### config.mk
export PLATFORM = sky130hd
export DESIGN_NAME = bracket_nesting_checker_core
export DESIGN_NICKNAME = d
export VERILOG_FILES = /design/src/rtl/core/bnc_pkg.sv /design/src/rtl/core/bnc_ram.sv /design/src/rtl/core/bracket_nesting_checker_core.sv
export VERILOG_INCLUDE_DIRS = /design/src /design/src/rtl/core
export SDC_FILE = /design/constraint.sdc
export NUM_CORES = 1
export LEC_CHECK = 0
export ABC_AREA = 1
export BUFFER_PORTS_ARGS = -buffer_cell sky130_fd_sc_hd__clkbuf_2
export CORE_ASPECT_RATIO = 1.2
export CORE_MARGIN = 3
export CORE_UTILIZATION = 61
export DETAILED_ROUTE_END_ITERATION = 7
export PLACE_DENSITY = 0.86
export SLEW_MARGIN = 25
export SYNTH_ARGS = -nofsm -noshare
export SYNTH_HDL_FRONTEND = slang
export SYNTH_SLANG_ARGS = --single-unit
### constraint.sdc
create_clock -name clk -period 16.8 [get_ports clk]
set_clock_uncertainty 0.15 [all_clocks]
set_input_delay 0.84 -clock clk [delete_from_list [all_inputs] [get_ports clk]]
set_output_delay 0.84 -clock clk [all_outputs]
set_load 0.005 [all_outputs]
### src/rtl/core/assert_macros.svh
// Assertion macros shared by the RTL of the bracket nesting checker.
// No dependencies; included by modules that carry concurrent checks.
`ifndef ASSERT_MACROS_SVH
`define ASSERT_MACROS_SVH

// Check a property on every rising edge while reset is released
`define ASSERT_CLK(lbl, clk, rst_n, prop) \
  lbl: assert property (@(posedge clk) disable iff (!(rst_n)) (prop)) \
    else $error("assertion failed");

// Check a property on every rising edge, reset included
`define ASSERT_ALWAYS(lbl, clk, prop) \
  lbl: assert property (@(posedge clk) (prop)) \
    else $error("assertion failed");

`endif

### src/rtl/core/bnc_pkg.sv
// Package for the bracket nesting checker: sizes, codes, states, helpers.
// No dependencies; imported by bracket_nesting_checker_core.
`default_nettype none

package bnc_pkg;

  // Stack sizing
  localparam int STACK_DEPTH = 256;
  localparam int ADDR_W      = $clog2(STACK_DEPTH);
  localparam int CNT_W       = $clog2(STACK_DEPTH + 1);
  localparam int KIND_W      = 2;

  // Field widths
  localparam int SYM_W    = 8;
  localparam int STATUS_W = 2;
  localparam int BAD_W    = 15;
  localparam int DONE_W   = 64;
  localparam int TOTAL_W  = 32;

  // Result status codes
  localparam logic [STATUS_W-1:0] STATUS_OK       = 2'd0;
  localparam logic [STATUS_W-1:0] STATUS_CORRUPT  = 2'd1;
  localparam logic [STATUS_W-1:0] STATUS_OVERFLOW = 2'd2;

  // Bracket kinds
  localparam logic [KIND_W-1:0] KIND_PAREN  = 2'd0;
  localparam logic [KIND_W-1:0] KIND_SQUARE = 2'd1;
  localparam logic [KIND_W-1:0] KIND_CURLY  = 2'd2;
  localparam logic [KIND_W-1:0] KIND_ANGLE  = 2'd3;

  // Character codes
  localparam logic [SYM_W-1:0] CH_LPAREN  = 8'h28;
  localparam logic [SYM_W-1:0] CH_RPAREN  = 8'h29;
  localparam logic [SYM_W-1:0] CH_LSQUARE = 8'h5B;
  localparam logic [SYM_W-1:0] CH_RSQUARE = 8'h5D;
  localparam logic [SYM_W-1:0] CH_LCURLY  = 8'h7B;
  localparam logic [SYM_W-1:0] CH_RCURLY  = 8'h7D;
  localparam logic [SYM_W-1:0] CH_LANGLE  = 8'h3C;
  localparam logic [SYM_W-1:0] CH_RANGLE  = 8'h3E;

  // Corrupt scores
  localparam logic [BAD_W-1:0] PTS_PAREN  = 15'd3;
  localparam logic [BAD_W-1:0] PTS_SQUARE = 15'd57;
  localparam logic [BAD_W-1:0] PTS_CURLY  = 15'd1197;
  localparam logic [BAD_W-1:0] PTS_ANGLE  = 15'd25137;

  typedef enum logic [1:0] {
    ST_IDLE,
    ST_TOP,
    ST_WALK,
    ST_EMIT
  } bnc_state_t;

  typedef struct packed {
    logic              hit;
    logic [KIND_W-1:0] kind;
  } bnc_kind_t;

  // Decode an opening bracket
  function automatic bnc_kind_t opener_kind(input logic [SYM_W-1:0] c);
    bnc_kind_t k;
    k.hit  = 1'b1;
    k.kind = KIND_PAREN;
    case (c)
      CH_LPAREN:  k.kind = KIND_PAREN;
      CH_LSQUARE: k.kind = KIND_SQUARE;
      CH_LCURLY:  k.kind = KIND_CURLY;
      CH_LANGLE:  k.kind = KIND_ANGLE;
      default:    k.hit  = 1'b0;
    endcase
    return k;
  endfunction

  // Decode a closing bracket
  function automatic bnc_kind_t closer_kind(input logic [SYM_W-1:0] c);
    bnc_kind_t k;
    k.hit  = 1'b1;
    k.kind = KIND_PAREN;
    case (c)
      CH_RPAREN:  k.kind = KIND_PAREN;
      CH_RSQUARE: k.kind = KIND_SQUARE;
      CH_RCURLY:  k.kind = KIND_CURLY;
      CH_RANGLE:  k.kind = KIND_ANGLE;
      default:    k.hit  = 1'b0;
    endcase
    return k;
  endfunction

  // Score of an unmatched closer
  function automatic logic [BAD_W-1:0] bad_points(input logic [KIND_W-1:0] kind);
    logic [BAD_W-1:0] p;
    case (kind)
      KIND_PAREN:  p = PTS_PAREN;
      KIND_SQUARE: p = PTS_SQUARE;
      KIND_CURLY:  p = PTS_CURLY;
      KIND_ANGLE:  p = PTS_ANGLE;
      default:     p = PTS_PAREN;
    endcase
    return p;
  endfunction

endpackage

`default_nettype wire

### src/rtl/core/bnc_ram.sv
// Generic single-write, single-read RAM with a registered read port.
// No dependencies; holds the open-bracket stack of the checker core.
`default_nettype none

module bnc_ram #(
  parameter  int WIDTH  = 2,
  parameter  int DEPTH  = 256,
  localparam int ADDR_W = $clog2(DEPTH)
) (
  input  wire logic              clk,
  input  wire logic              we,
  input  wire logic [ADDR_W-1:0] waddr,
  input  wire logic [WIDTH-1:0]  wdata,
  input  wire logic              re,
  input  wire logic [ADDR_W-1:0] raddr,
  output logic      [WIDTH-1:0]  rdata
);

  logic [WIDTH-1:0] mem [DEPTH];

  // Write port
  always_ff @(posedge clk) begin
    if (we) begin
      mem[waddr] <= wdata;
    end
  end

  // Registered read port
  always_ff @(posedge clk) begin
    if (re) begin
      rdata <= mem[raddr];
    end
  end

endmodule

`default_nettype wire

### src/rtl/core/bracket_nesting_checker_core.sv
// Top level of the bracket nesting checker: line state, stack control, score unit.
// Depends on bnc_pkg, bnc_ram and assert_macros.svh.
//
//   channel  direction  handshake             payload
//   in_      input      in_valid / in_stall   in_symbol, in_line_end
//   out_     output     out_valid / out_stall out_status, out_corrupt_score,
//                                             out_completion_score, out_corrupt_total
//
// A push, a fault or an ignored character is handled in ST_IDLE; a pop that is not
// a line end passes ST_TOP (the stack RAM read that reloads the cached top of stack).
// A corrupt or overflowed line end goes straight to ST_EMIT; a clean one first runs
// ST_WALK, which reads one stack entry per cycle through the single RAM read port and
// folds it into the score with one shared x5-plus-add unit. The result sits in an
// output register; a line end waits only if it is full and out_stall is high.
// Synchronous active-low reset clears the control state; the stack RAM needs no clearing.
`default_nettype none
`include "assert_macros.svh"

module bracket_nesting_checker_core
  import bnc_pkg::*;
(
  input  wire logic                clk,
  input  wire logic                rst_n,
  input  wire logic                in_valid,
  output logic                     in_stall,
  input  wire logic [SYM_W-1:0]    in_symbol,
  input  wire logic                in_line_end,
  output logic                     out_valid,
  input  wire logic                out_stall,
  output logic      [STATUS_W-1:0] out_status,
  output logic      [BAD_W-1:0]    out_corrupt_score,
  output logic      [DONE_W-1:0]   out_completion_score,
  output logic      [TOTAL_W-1:0]  out_corrupt_total
);

  bnc_state_t state_r, state_nxt;

  logic [CNT_W-1:0]    depth_r, depth_nxt;
  logic                corrupt_r, corrupt_nxt;
  logic                overflow_r, overflow_nxt;
  logic [BAD_W-1:0]    bad_r, bad_nxt;
  logic [TOTAL_W-1:0]  total_r, total_nxt;
  logic [KIND_W-1:0]   top_r, top_nxt;
  logic [CNT_W-1:0]    walk_cnt_r, walk_cnt_nxt;
  logic                pend_r, pend_nxt;
  logic [DONE_W-1:0]   acc_r, acc_nxt;
  logic [STATUS_W-1:0] res_status_r, res_status_nxt;
  logic [BAD_W-1:0]    res_bad_r, res_bad_nxt;
  logic                out_valid_r;
  logic                out_load;

  logic                accept;
  logic                do_pop;
  logic                do_walk;
  bnc_kind_t           ok_kind, ck_kind;
  logic [CNT_W-1:0]    depth_m2, walk_m1;

  logic                ram_we, ram_re;
  logic [ADDR_W-1:0]   ram_waddr, ram_raddr;
  logic [KIND_W-1:0]   ram_wdata, ram_rdata;

  assign accept   = in_valid && !in_stall;
  assign ok_kind  = opener_kind(in_symbol);
  assign ck_kind  = closer_kind(in_symbol);
  assign depth_m2 = depth_r - CNT_W'(2);
  assign walk_m1  = walk_cnt_r - CNT_W'(1);
  assign out_load = (state_r == ST_EMIT) && (!out_valid_r || !out_stall);

  // Open-bracket stack
  bnc_ram #(
    .WIDTH (KIND_W),
    .DEPTH (STACK_DEPTH)
  ) u_stack (
    .clk   (clk),
    .we    (ram_we),
    .waddr (ram_waddr),
    .wdata (ram_wdata),
    .re    (ram_re),
    .raddr (ram_raddr),
    .rdata (ram_rdata)
  );

  // Line state update on an accepted request
  always_comb begin
    depth_nxt      = depth_r;
    corrupt_nxt    = corrupt_r;
    overflow_nxt   = overflow_r;
    bad_nxt        = bad_r;
    total_nxt      = total_r;
    top_nxt        = top_r;
    do_pop         = 1'b0;
    ram_we         = 1'b0;
    ram_waddr      = depth_r[ADDR_W-1:0];
    ram_wdata      = ok_kind.kind;
    res_status_nxt = res_status_r;
    res_bad_nxt    = res_bad_r;
    if (accept) begin
      if (!corrupt_r && !overflow_r) begin
        if (ok_kind.hit) begin
          if (depth_r == CNT_W'(STACK_DEPTH)) begin
            overflow_nxt = 1'b1;
          end else begin
            ram_we    = 1'b1;
            depth_nxt = depth_r + CNT_W'(1);
            top_nxt   = ok_kind.kind;
          end
        end else if (ck_kind.hit) begin
          if (depth_r != '0 && top_r == ck_kind.kind) begin
            do_pop    = 1'b1;
            depth_nxt = depth_r - CNT_W'(1);
          end else begin
            corrupt_nxt = 1'b1;
            bad_nxt     = bad_points(ck_kind.kind);
            total_nxt   = total_r + TOTAL_W'(bad_points(ck_kind.kind));
          end
        end else begin
          corrupt_nxt = 1'b1;
          bad_nxt     = '0;
        end
      end
      // Capture the line verdict and drop the line state
      if (in_line_end) begin
        if (corrupt_nxt) begin
          res_status_nxt = STATUS_CORRUPT;
          res_bad_nxt    = bad_nxt;
        end else if (overflow_nxt) begin
          res_status_nxt = STATUS_OVERFLOW;
          res_bad_nxt    = '0;
        end else begin
          res_status_nxt = STATUS_OK;
          res_bad_nxt    = '0;
        end
        depth_nxt    = '0;
        corrupt_nxt  = 1'b0;
        overflow_nxt = 1'b0;
        bad_nxt      = '0;
      end
    end
  end

  assign do_walk = accept && in_line_end && (res_status_nxt == STATUS_OK);

  // Next state
  always_comb begin
    state_nxt = state_r;
    case (state_r)
      ST_IDLE: begin
        if (accept) begin
          if (in_line_end) begin
            state_nxt = do_walk ? ST_WALK : ST_EMIT;
          end else if (do_pop) begin
            state_nxt = ST_TOP;
          end
        end
      end
      ST_TOP:  state_nxt = ST_IDLE;
      ST_WALK: begin
        if (walk_cnt_r == '0) begin
          state_nxt = ST_EMIT;
        end
      end
      ST_EMIT: begin
        if (out_load) begin
          state_nxt = ST_IDLE;
        end
      end
      default: state_nxt = ST_IDLE;
    endcase
  end

  // Stack reads, walk counter and score unit
  always_comb begin
    in_stall     = (state_r != ST_IDLE);
    ram_re       = 1'b0;
    ram_raddr    = depth_m2[ADDR_W-1:0];
    walk_cnt_nxt = walk_cnt_r;
    pend_nxt     = 1'b0;
    acc_nxt      = acc_r;
    case (state_r)
      ST_IDLE: begin
        // Fetch the entry below the popped one as the new top
        ram_re = do_pop && !in_line_end;
        if (do_walk) begin
          walk_cnt_nxt = (ok_kind.hit && !corrupt_r && !overflow_r &&
                          depth_r != CNT_W'(STACK_DEPTH)) ? depth_r + CNT_W'(1) :
                         (do_pop ? depth_r - CNT_W'(1) : depth_r);
          acc_nxt      = '0;
        end
      end
      ST_TOP: ;
      ST_WALK: begin
        // Issue the next read from the top down
        if (walk_cnt_r != '0) begin
          ram_re       = 1'b1;
          ram_raddr    = walk_m1[ADDR_W-1:0];
          walk_cnt_nxt = walk_m1;
          pend_nxt     = 1'b1;
        end
        // Fold the entry read last cycle: acc * 5 + kind + 1
        if (pend_r) begin
          acc_nxt = (acc_r << 2) + acc_r + DONE_W'(ram_rdata) + DONE_W'(1);
        end
      end
      ST_EMIT: ;
      default: ;
    endcase
  end

  // Control registers
  always_ff @(posedge clk) begin
    if (!rst_n) begin
      state_r     <= ST_IDLE;
      depth_r     <= '0;
      corrupt_r   <= 1'b0;
      overflow_r  <= 1'b0;
      bad_r       <= '0;
      total_r     <= '0;
      pend_r      <= 1'b0;
      out_valid_r <= 1'b0;
    end else begin
      state_r    <= state_nxt;
      depth_r    <= depth_nxt;
      corrupt_r  <= corrupt_nxt;
      overflow_r <= overflow_nxt;
      bad_r      <= bad_nxt;
      total_r    <= total_nxt;
      pend_r     <= pend_nxt;
      if (out_load) begin
        out_valid_r <= 1'b1;
      end else if (!out_stall) begin
        out_valid_r <= 1'b0;
      end
    end
  end

  // Datapath registers
  always_ff @(posedge clk) begin
    top_r        <= (state_r == ST_TOP) ? ram_rdata : top_nxt;
    walk_cnt_r   <= walk_cnt_nxt;
    acc_r        <= acc_nxt;
    res_status_r <= res_status_nxt;
    res_bad_r    <= res_bad_nxt;
    if (out_load) begin
      out_status           <= res_status_r;
      out_corrupt_score    <= res_bad_r;
      out_completion_score <= (res_status_r == STATUS_OK) ? acc_r : '0;
      out_corrupt_total    <= total_r;
    end
  end

  assign out_valid = out_valid_r;

  // Checks
  `ASSERT_CLK(a_depth_bound, clk, rst_n, depth_r <= CNT_W'(STACK_DEPTH))
  `ASSERT_CLK(a_fault_excl, clk, rst_n, !(corrupt_r && overflow_r))
  `ASSERT_CLK(a_out_from_emit, clk, rst_n, $rose(out_valid) |-> $past(state_r == ST_EMIT))
  `ASSERT_CLK(a_walk_bound, clk, rst_n, (state_r == ST_WALK) |-> (walk_cnt_r <= CNT_W'(STACK_DEPTH)))

endmodule

`default_nettype wire
======== Word level (Yosys, flattened, before mapping) ========
Memories as Yosys holds them, arrays and structs flattened. A register that Yosys moved wholly into a read port is not among the register bits.
Cells that the tools add are included.
word-level totals
  bits in registers ....................... 267
  memory bits (writable) .................. 512
  bits of input ports ..................... 13
  output and inout port bits .............. 115
  logic and storage cells ................. 170
  memories ................................ 1
operators by class
  add/subtract/negate cells ............... 8
  eq/ne operators ......................... 27
  multiplexer cells ....................... 73
  bitwise gates (word level) .............. 2
  reduce and logical (&&, ||, !) cells .... 42
memory list
  name         words  bits a word  read ports  clocked after Yosys merged registers in  wr ports  line           text
  u_stack.mem  256    2            1           1                                        1         bnc_ram.sv:19  logic [WIDTH-1:0] mem [DEPTH];
operators with widths
  operator                                           number
  two-way mux 15 bit                                 10
  two-way mux 64 bit                                 2
  case mux 64 bit (2 select lines)                   1
  two-way mux 9 bit                                  10
  adder 64 x 1 -> 64 bit (second input constant)     1
  adder 64 x 2 -> 64 bit                             1
  adder 64 bit                                       1
  case mux 15 bit (4 select lines)                   1
  adder 32 x 15 -> 32 bit                            1
  == test 8 x 6 -> 1 bit (second input constant)     4
  == test 8 x 7 -> 1 bit (second input constant)     4
  two-way mux 1 bit                                  28
  two-way mux 2 bit                                  14
  case mux 9 bit (2 select lines)                    1
  nonzero test 9 bit                                 2
  subtractor 9 x 1 -> 9 bit (second input constant)  2
  two-way mux 8 bit                                  2
  != test 2 bit (second input constant)              6
  case mux 2 bit (3 select lines)                    2
  nonzero test 2 bit                                 6
  logical AND 1 bit                                  10
  AND reduction 5 bit                                2
  adder 9 x 1 -> 9 bit (second input constant)       1
  == test 9 bit (second input constant)              1
  19 further kinds                                   39

======== Logic depth before layout (Yosys ltp) ========
Gate-level depths: netlist of the first run.
  depth after elaboration ................. 18
  gate-level depth with buffers ........... 22
  gate-level depth less buffers ........... 22

======== Modules after synthesis ========
From an unflattened synthesis of the first run, not the netlist that was laid out.
unflattened totals
  cells, all modules ...................... 4376
  area total of the unflattened synthesis .. 39280.2 µm²
by module, submodules not included
  module                        times used  cells an instance  area each (µm²)  seq. area each (µm²)
  bnc_ram                       1           2055               22146.2          15434.8
  bracket_nesting_checker_core  1           2321               17133.9          7377.1

======== Worst setup path after synthesis of the first run ========
No wires, ideal clock.
  kind .................................... input-to-reg
  from .................................... input port out_stall
  to ...................................... register out_completion_score[0] (enable)
  library setup time ...................... 623 ps
  data arrival time ....................... 6307 ps
  required time ........................... 16027 ps
  slack ................................... 9720 ps
  stages on the path ...................... 1
  cells stage by stage .................... a21oi_1
on the way
  cells in the longest elaborated chain, start to end .. 3
ends and longest elaborated chain
  item                    line                                 text
  start: declaration      bracket_nesting_checker_core.sv:29   input wire logic out_stall,
  logical NOT 1 bit       n/a
  logical OR 1 bit        bracket_nesting_checker_core.sv:67   assign out_load = (state_r == ST_EMIT) && (!out_valid_r || !out_stall);
  logical AND 1 bit       bracket_nesting_checker_core.sv:67
  end signal: assignment  bracket_nesting_checker_core.sv:246  out_completion_score <= (res_status_r == STATUS_OK) ? acc_r : '0;
  end: declaration        bracket_nesting_checker_core.sv:32   output logic [DONE_W-1:0] out_completion_score,
Every way passes these cells.
A chain may end at the register's enable or synchronous reset.

======== Worst setup path in the final report of the first run ========
  from .................................... register walk_cnt_r[0]
  to ...................................... register u_stack.rdata[0], read port of u_stack.mem (data pin)
on the way
  cells in the longest elaborated chain, start to end .. 3
  elaborated cells on any way between the ends .. 6
  those cells by class .................... 1 x add/sub; 4 x mux; 1 x reduce/logical
ends and longest elaborated chain
  item                                                                  line                                                                     text
  start: declaration                                                    bracket_nesting_checker_core.sv:44                                       logic [CNT_W-1:0] walk_cnt_r, walk_cnt_nxt;
  start signal: assignment                                              bracket_nesting_checker_core.sv:239                                      walk_cnt_r <= walk_cnt_nxt;
  subtractor 9 x 1 -> 9 bit or nonzero test 9 bit (tied branches)       bracket_nesting_checker_core.sv:66, bracket_nesting_checker_core.sv:193
  two-way mux 8 bit or two-way mux 1 bit (tied branches)                bracket_nesting_checker_core.sv:193                                      if (walk_cnt_r != '0) begin
  two-way mux 8 bit or case mux 1 bit (2 select lines) (tied branches)  bracket_nesting_checker_core.sv:179                                      case (state_r)
  end: declaration                                                      bnc_ram.sv:16                                                            output logic [WIDTH-1:0] rdata
Parallel ways exist; a longest one is shown, timed or not.

==> impl_metrics.yaml, run 1 <==
worst_setup_path:
  r2r-end: "u_stack.rdata[0]"
  max_stage_delay_ps: 780
  rr_startpoint: "walk_cnt_r[0]"
  critPathSlowestCell: "buf_4"
  reg2reg_setup_slack_ps: 10950
  critPathMostFrequentCell: "nand3_1"
  cp-start-kind: "flop"
  arrival_ps: 6090
  crit_chain: "inv_1 > ha_1 > nand2_1 > nor2_2 > nand3_2 > nand2_2 > nand2_8 > nand2_8 > buf_4 > buf_4 > nand2_1 > nand3_1 > nand3_1 > nand3_1 > nand3_1 > nand3_1 > nand3_1 > nand3_1 > nand2_1"
  cp-end-kind: "flop"
  critPathBufInv: 3
  path_delay_family: "simple AND/OR/NAND/NOR gates"
  reg2reg_depth: 19
  crit_required_ps: 17040
  cp_max_fo: 125
  path_class: "flop to flop"
grt:
  grt_pass1_vias: 31007
  antenna_found_initial: 0
  grt_max_degree: 126
  grt_first_pass_wirelength_um: 160800
  track_usage_pct: 29.99
  grt_overflow: 0
logic_synthesis:
  ys_ff_latch: 781
  synth_common_cells: "781 x nand2_1, 717 x edfxtp_1, 545 x nor2_1, 525 x inv_1, 504 x nand3_1"
  syn_nets: 4332
  ys_seq_area_share_pct: 57.82
  synth-async-reset-ratio_pct: 0
  yosysTopAreaCell: "edfxtp_1"
  synth_cell_type_count: 64
  synth_edf_count: 717
  synth_cells: 4232
  yosys-top-cells-area: "edfxtp_1 55%, nand2_1 7.4%, nand3_1 6.4%"
  syn_avg_cell_area_um2: 9.322
  synthesis.area_um2: 39450
  yosysMostFrequentCell: "nand2_1"
  yosysWarnings: 0
  synth_top_area_share_pct: 54.58
  synth_ff_type: "edfxtp_1"
power:
  p_comb_share_pct: 21.0
  p_per_area_nw_per_um2: 115.4
  clockPowerShare_pct: 34.8
  p_switching_mw: 1.522
  switching_share_pct: 30.67
  p_int_mw: 3.441
  ir_drop_mv: 0.08313
  seqPwrFrac_pct: 44.2
  p_leak_nw: 17.11
die:
  initial_core_util_pct: 61.94
  core_area_um2: 63690
  dieArea_um2: 67770
  ios: 128
  num_rows: 101
  die_h_um: 284.6
  die_w_um: 238.2
final_layout:
  area_growth_pct: 8.995
  layout-drive-gt1-share_pct: 8.189
  nNetsFinal: 4374
  n_fill_cell: 4624
  finish.utilization_pct: 67.51
  n_antenna_cell: 0
sta:
  worstMarginPinSlew_ps: 1129
  clock.fmax_ghz: 0.1710
  period_share_pct: 34.81
  setup_viol: 0
  hold_ws_ps: 259.0
  setup_ws_ps: 10950
  rsz0062_at_grt: "no"
  fin_crit_ps: 5848
  max_slew_margin_pct: 24.54
  tns_ps: 0
  slew_violations: 0
  hold_viol_final: 0
placement:
  dp_hpwl_um: 63210
  dp_slack_ps: 10970
  port_buffers: 127
  gp_congestion: 0.9610
cts:
  clk_latency_ps: 640
  cts_setup_buffers: 0
  htreeDepth: 3
  clock_path_buffers: 3
  cts_buffers: 76
  cts-root-buf: "clkbuf_16"
  cts_tree: "yes"
  ctsHoldBuffers: 0
  cts_repair_resize_count: 0
  clkSinkCount: 781
  cts.clk_slew.worst_paths_ps: 60
job:
  max-cap-violations: 0
route:
  drcViolationCount: 0
  wire_per_inst_um: 19.97
  firstDrtPassIters: 6
  drt-total-wl_um: 103000
  num_vias: 31274
  ant_nets: 0
  dr.first_iter.drc_count: 3480
  drt-vias-per-instance: 6.062
hold_path:
  holdCritStartpoint: "res_bad_r[0]"
  min_to: "out_corrupt_score[0]"
  hold_path.class: "flop to flop"
  hold_depth: 0
run_status:
  status: "finished clean"
==> how the worst max path moves through the flow <==
stage,startpoint,endpoint,slack (ps),depth (start not counted)
floorplan,out_stall,out_completion_score[0],9720,1
global placement,walk_cnt_r[0],u_stack.rdata[1],11190,19
detailed placement,walk_cnt_r[0],u_stack.rdata[1],10970,19
CTS,walk_cnt_r[0],u_stack.rdata[0],10860,19
global route,walk_cnt_r[0],u_stack.rdata[0],10680,19
finish,walk_cnt_r[0],u_stack.rdata[0],10950,19
==> placed cells by master, fill, tap and decap left out, drive strengths merged, types with 4 or more instances in the layout <==
master / n
nand2: 802
edfxtp: 717
nor2: 559
inv: 543
nand3: 513
clkbuf: 222
a21oi: 214
o21ai: 156
nand3b: 145
ha: 85
dfxtp: 64
a31oi: 38
clkinv: 33
o211ai: 30
xor2: 29
buf: 27
nor3: 24
nand4: 23
o21a: 20
a21o: 15
or2: 11
xnor2: 10
bufinv: 6
nor4: 6
a211oi: 6
and3: 5
a21boi: 4
clkinvlp: 4
==> cell type report <==
cell class              instances  area, um^2  area share, %
clock inverters                44       409.1         0.9515
repair buffers                154       838.3          1.950
flip-flops and latches        781       22810          53.05
inverters                     542        2044          4.755
well taps                     824        1031          2.398
multi-input cells            2719       13770          32.01
clock buffers                  95        2098          4.880
==> registers in the layout, indices dropped and copies added, names as in the netlist, 9 cells and up <==
register,cells
u_stack.mem,512
acc_r,64
out_completion_score,64
out_corrupt_total,32
total_r,32
bad_r,15
out_corrupt_score,15
res_bad_r,15
depth_r,9
walk_cnt_r,9
==> power by group through the flow <==
| stage | clock, mW | sequential (mW) | combinational, mW |
|---|---|---|---|
| finish | 1.73 | 2.19 | 1.04 |
| global route | 1.82 | 2.20 | 1.13 |
| CTS | 1.74 | 2.19 | 1.02 |
| detailed placement | 0 | 2.24 | 1.00 |
| global placement | 0 | 2.23 | 0.974 |
| floorplan | 0 | 2.23 | 0.720 |
==> logic make-up after synthesis <==
family,synth area share [%]
XOR/XNOR,0.8658
multiplexers,0.02854
adder cells (fa/ha/maj),2.797
AND/OR/NAND/NOR,23.93
buffers and inverters,7.463
AO/OA/AOI/OAI,7.092
flip-flops,57.82
==> routing by layer <==
| layer | share of wire [%] | routed length [um] | vias to the layer above | GRT usage, % |
|---|---|---|---|---|
| li1 | - | - | 14376 | - |
| met1 | 35 | 35890 | 14587 | 34.79 |
| met2 | 49 | 50670 | 1834 | 51.12 |
| met3 | 9.3 | 9579 | 477 | 5.958 |
| met4 | 6.7 | 6880 | 0 | 18.68 |
| met5 | 0 | 0 | - | 0 |
==> per-stage QoR <==
| step | power [mW] | instances | area (um^2) |
|---|---|---|---|
| after floorplan | 2.951 | 4232 | 39450 |
| after global placement | 3.208 | 5020 | 40480 |
| after detailed placement | 3.235 | 5020 | 40480 |
| after CTS | 4.948 | 5159 | 42990 |
| after global routing | 5.147 | 5159 | 43000 |
| final | 4.963 | 5159 | 43000 |
Note: power is estimated with default switching activity, not from simulation.
==> inputs of run 2 (changes only) <==
--- a/config.mk
+++ b/config.mk
@@ -6,13 +6,13 @@
 export SDC_FILE = /design/constraint.sdc
 export NUM_CORES = 1
 export LEC_CHECK = 0
-export ABC_AREA = 1
+export ABC_AREA = 0
 export BUFFER_PORTS_ARGS = -buffer_cell sky130_fd_sc_hd__clkbuf_2
 export CORE_ASPECT_RATIO = 1.2
 export CORE_MARGIN = 3
-export CORE_UTILIZATION = 61
+export CORE_UTILIZATION = 56
 export DETAILED_ROUTE_END_ITERATION = 7
-export PLACE_DENSITY = 0.86
+export PLACE_DENSITY = 0.84
 export SLEW_MARGIN = 25
 export SYNTH_ARGS = -nofsm -noshare
 export SYNTH_HDL_FRONTEND = slang
==> constraint.sdc (replaced) <==
create_clock -name clk -period 5.2 [get_ports clk]
set_clock_uncertainty 0.15 [all_clocks]
set_input_delay 0.26 -clock clk [delete_from_list [all_inputs] [get_ports clk]]
set_output_delay 0.26 -clock clk [all_outputs]
set_load 0.005 [all_outputs]
==> run 2 against run 1 <==
  * Count of clock-buffer cells in the layout decreased by 4
  * Cell count decreased by 18%
  * Clock power grew to 3.1 times the previous value
  * Worst hold slack got worse by 87 ps
  * Highest routed layer unchanged
==> impl_metrics.yaml, run 2 <==
cts:
  cts_tree: "yes"
  cts_repair_resize_count: 0
  clock_path_buffers: 3
  cts_setup_buffers: 0
  htreeDepth: 3
  cts.clk_slew.worst_paths_ps: 70
  ctsHoldBuffers: 5
  clkSinkCount: 781
  cts_buffers: 76
  cts-root-buf: "clkbuf_16"
  clk_latency_ps: 650
final_layout:
  n_antenna_cell: 0
  area_growth_pct: 11.68
  max_flop_register: "u_stack.mem"
  most-common-layout-cells: "717 x edfxtp_1, 557 x nand2_1, 423 x nor2_1"
  layout-drive-gt1-share_pct: 10.23
  nNetsFinal: 3459
  final_common_cell: "edfxtp_1"
  largest_reg_flops: 512
  largestRegisters: "u_stack.mem (512), acc_r (64), out_completion_score (64)"
  fin_area_um2: 40640
die:
  die_h_um: 285.2
  core_area_um2: 63820
  die_w_um: 238.7
  ios: 128
  dieArea_um2: 68080
  initial_core_util_pct: 57.01
  num_rows: 101
logic_synthesis:
  synthesis.area_um2: 36380
  synth_top_area_share_pct: 59.17
  synth_edf_count: 717
  synth-async-reset-ratio_pct: 0
  yosysTopAreaCell: "edfxtp_1"
  ys_seq_area_share_pct: 62.70
  synth_cell_type_count: 77
  yosysMostFrequentCell: "edfxtp_1"
  ys_ff_latch: 781
  yosysWarnings: 0
  yosys-top-cells-area: "edfxtp_1 59%, nand2_1 5.8%, nor2_1 4.4%"
  syn_avg_cell_area_um2: 11.21
  synth_ff_type: "edfxtp_1"
  syn_nets: 3347
  synth_common_cells: "717 x edfxtp_1, 558 x nand2_1, 425 x nor2_1, 166 x nand3_1, 160 x a21oi_1"
  synth_cells: 3247
grt:
  grt_overflow: 0
  grt_pass1_vias: 26218
  grt_max_degree: 258
  grt_first_pass_wirelength_um: 142400
  antenna_found_initial: 0
  track_usage_pct: 26.62
power:
  total_power_mw: 13.27
  p_per_area_nw_per_um2: 326.5
  p_leak_nw: 14.16
  ir_drop_mv: 0.2897
route:
  dr.first_iter.drc_count: 3538
  num_vias: 26855
  drcViolationCount: 0
  wire_per_inst_um: 21.89
  ant_nets: 0
  firstDrtPassIters: 7
  drt-total-wl_um: 92730
  drt-vias-per-instance: 6.340
sta:
  slew_violations: 0
  period_share_pct: 94.31
  rsz0062_at_grt: "no"
  hold_ws_ps: 171.6
  worstMarginPinSlew_ps: 960.4
  clock.fmax_ghz: 0.2039
  hold_viol_final: 0
  fin_crit_ps: 4904
  setup_viol: 0
  max_slew_margin_pct: 35.98
placement:
  gp_congestion: 0.9339
  place_area_um2: 38080
  dp_hpwl_um: 58280
  port_buffers: 127
worst_setup_path:
  reg2reg_setup_slack_ps: 300
  critPathSlowestCell: "nor4_1"
  reg2reg_depth: 13
  cp-start-kind: "flop"
  path_class: "flop to flop"
  crit_required_ps: 5540
  max_stage_delay_ps: 800
  critPathMostFrequentCell: "nor4_1"
  cp_max_fo: 27
  arrival_ps: 5240
  cp-end-kind: "flop"
  crit_chain: "inv_1 > ha_1 > or3b_1 > o31a_1 > mux2i_4 > buf_12 > nand2_1 > and3_1 > a31oi_1 > o22ai_1 > nor4_1 > nor4_1 > a211oi_2"
  rr_startpoint: "walk_cnt_r[0]"
  r2r-end: "u_stack.rdata[0]"
hold_path:
  hold_depth: 2
  min_to: "u_stack.mem[252][0]"
  hold_path.class: "input port to flop"
  holdCritStartpoint: "in_symbol[5]"
run_status:
  status: "finished clean"
job:
  max-cap-violations: 0
==> run 2: routing by layer <==
layer,part of all wire (%),track usage [%]
met3,10,5.107
met2,48,44.04
met1,35,32.81
met5,0,0
met4,6.2,15.15
==> run 2: worst max-delay path by stage <==
stage | end | startpoint | slack [ps]
finish | u_stack.rdata[0] | walk_cnt_r[0] | 300
global route | u_stack.rdata[0] | walk_cnt_r[0] | 170
CTS | u_stack.rdata[0] | walk_cnt_r[0] | 200
detailed placement | u_stack.rdata[0] | walk_cnt_r[0] | 250
global placement | u_stack.rdata[0] | walk_cnt_r[0] | 340
floorplan | u_stack.mem[0][0] | in_symbol[7] | -720
==> run 2: cells by family after synthesis <==
group                      Yosys count  share of synthesized area, %
AOI/OAI and AO/OA                  516                         9.134
xor gates and xnor gates            98                         2.359
adders and majority gates           87                         3.033
buffers and inverters              227                         2.710
DFF                                781                         62.70
muxes                               59                         1.974
and+or+nand+nor                   1479                         18.09
==> run 2: power breakdown <==
part	total (mW)	internal, mW	switching [mW]	leakage, nW
clock network	5.38	2.98	2.40	1.17
logic	1.03	0.347	0.678	6.91
registers	6.87	6.84	0.0289	6.08
total	13.3	10.2	3.11	14.2
==> run 2: area by class of cell <==
type | instances | area, um^2
Fill cell | 4616 | 23180
Sequential cell | 781 | 22810
Multi-Input combinational cell | 2239 | 12670
Clock buffer | 91 | 1999
Timing Repair Buffer | 211 | 1514
Tap cell | 824 | 1031
Clock inverter | 40 | 422.9
Inverter | 50 | 187.7
==> run 2: per-stage QoR <==
step | util (%) | std cells | worst slack [ps] | setup TNS [ps]
after floorplan | - | 3247 | -716.4 | -366780
after global placement | 59.67 | 4097 | 340.2 | 0
after detailed placement | 59.67 | 4097 | 249.5 | 0
after CTS | 63.54 | 4233 | 198.5 | 0
after global routing | 63.67 | 4236 | 170.8 | 0
final | 63.67 | 4236 | 296.1 | 0
==> run 2: critical path: cells and delay by family (launching register included) <==
kind / cells / cell delay [ps]
AND/OR/NAND/NOR: 5 / 1800
AO/OA/AOI/OAI: 4 / 1060
multiplexers: 1 / 570
flip-flops: 1 / 470
buffers and inverters: 2 / 460
adder cells (fa/ha/maj): 1 / 240
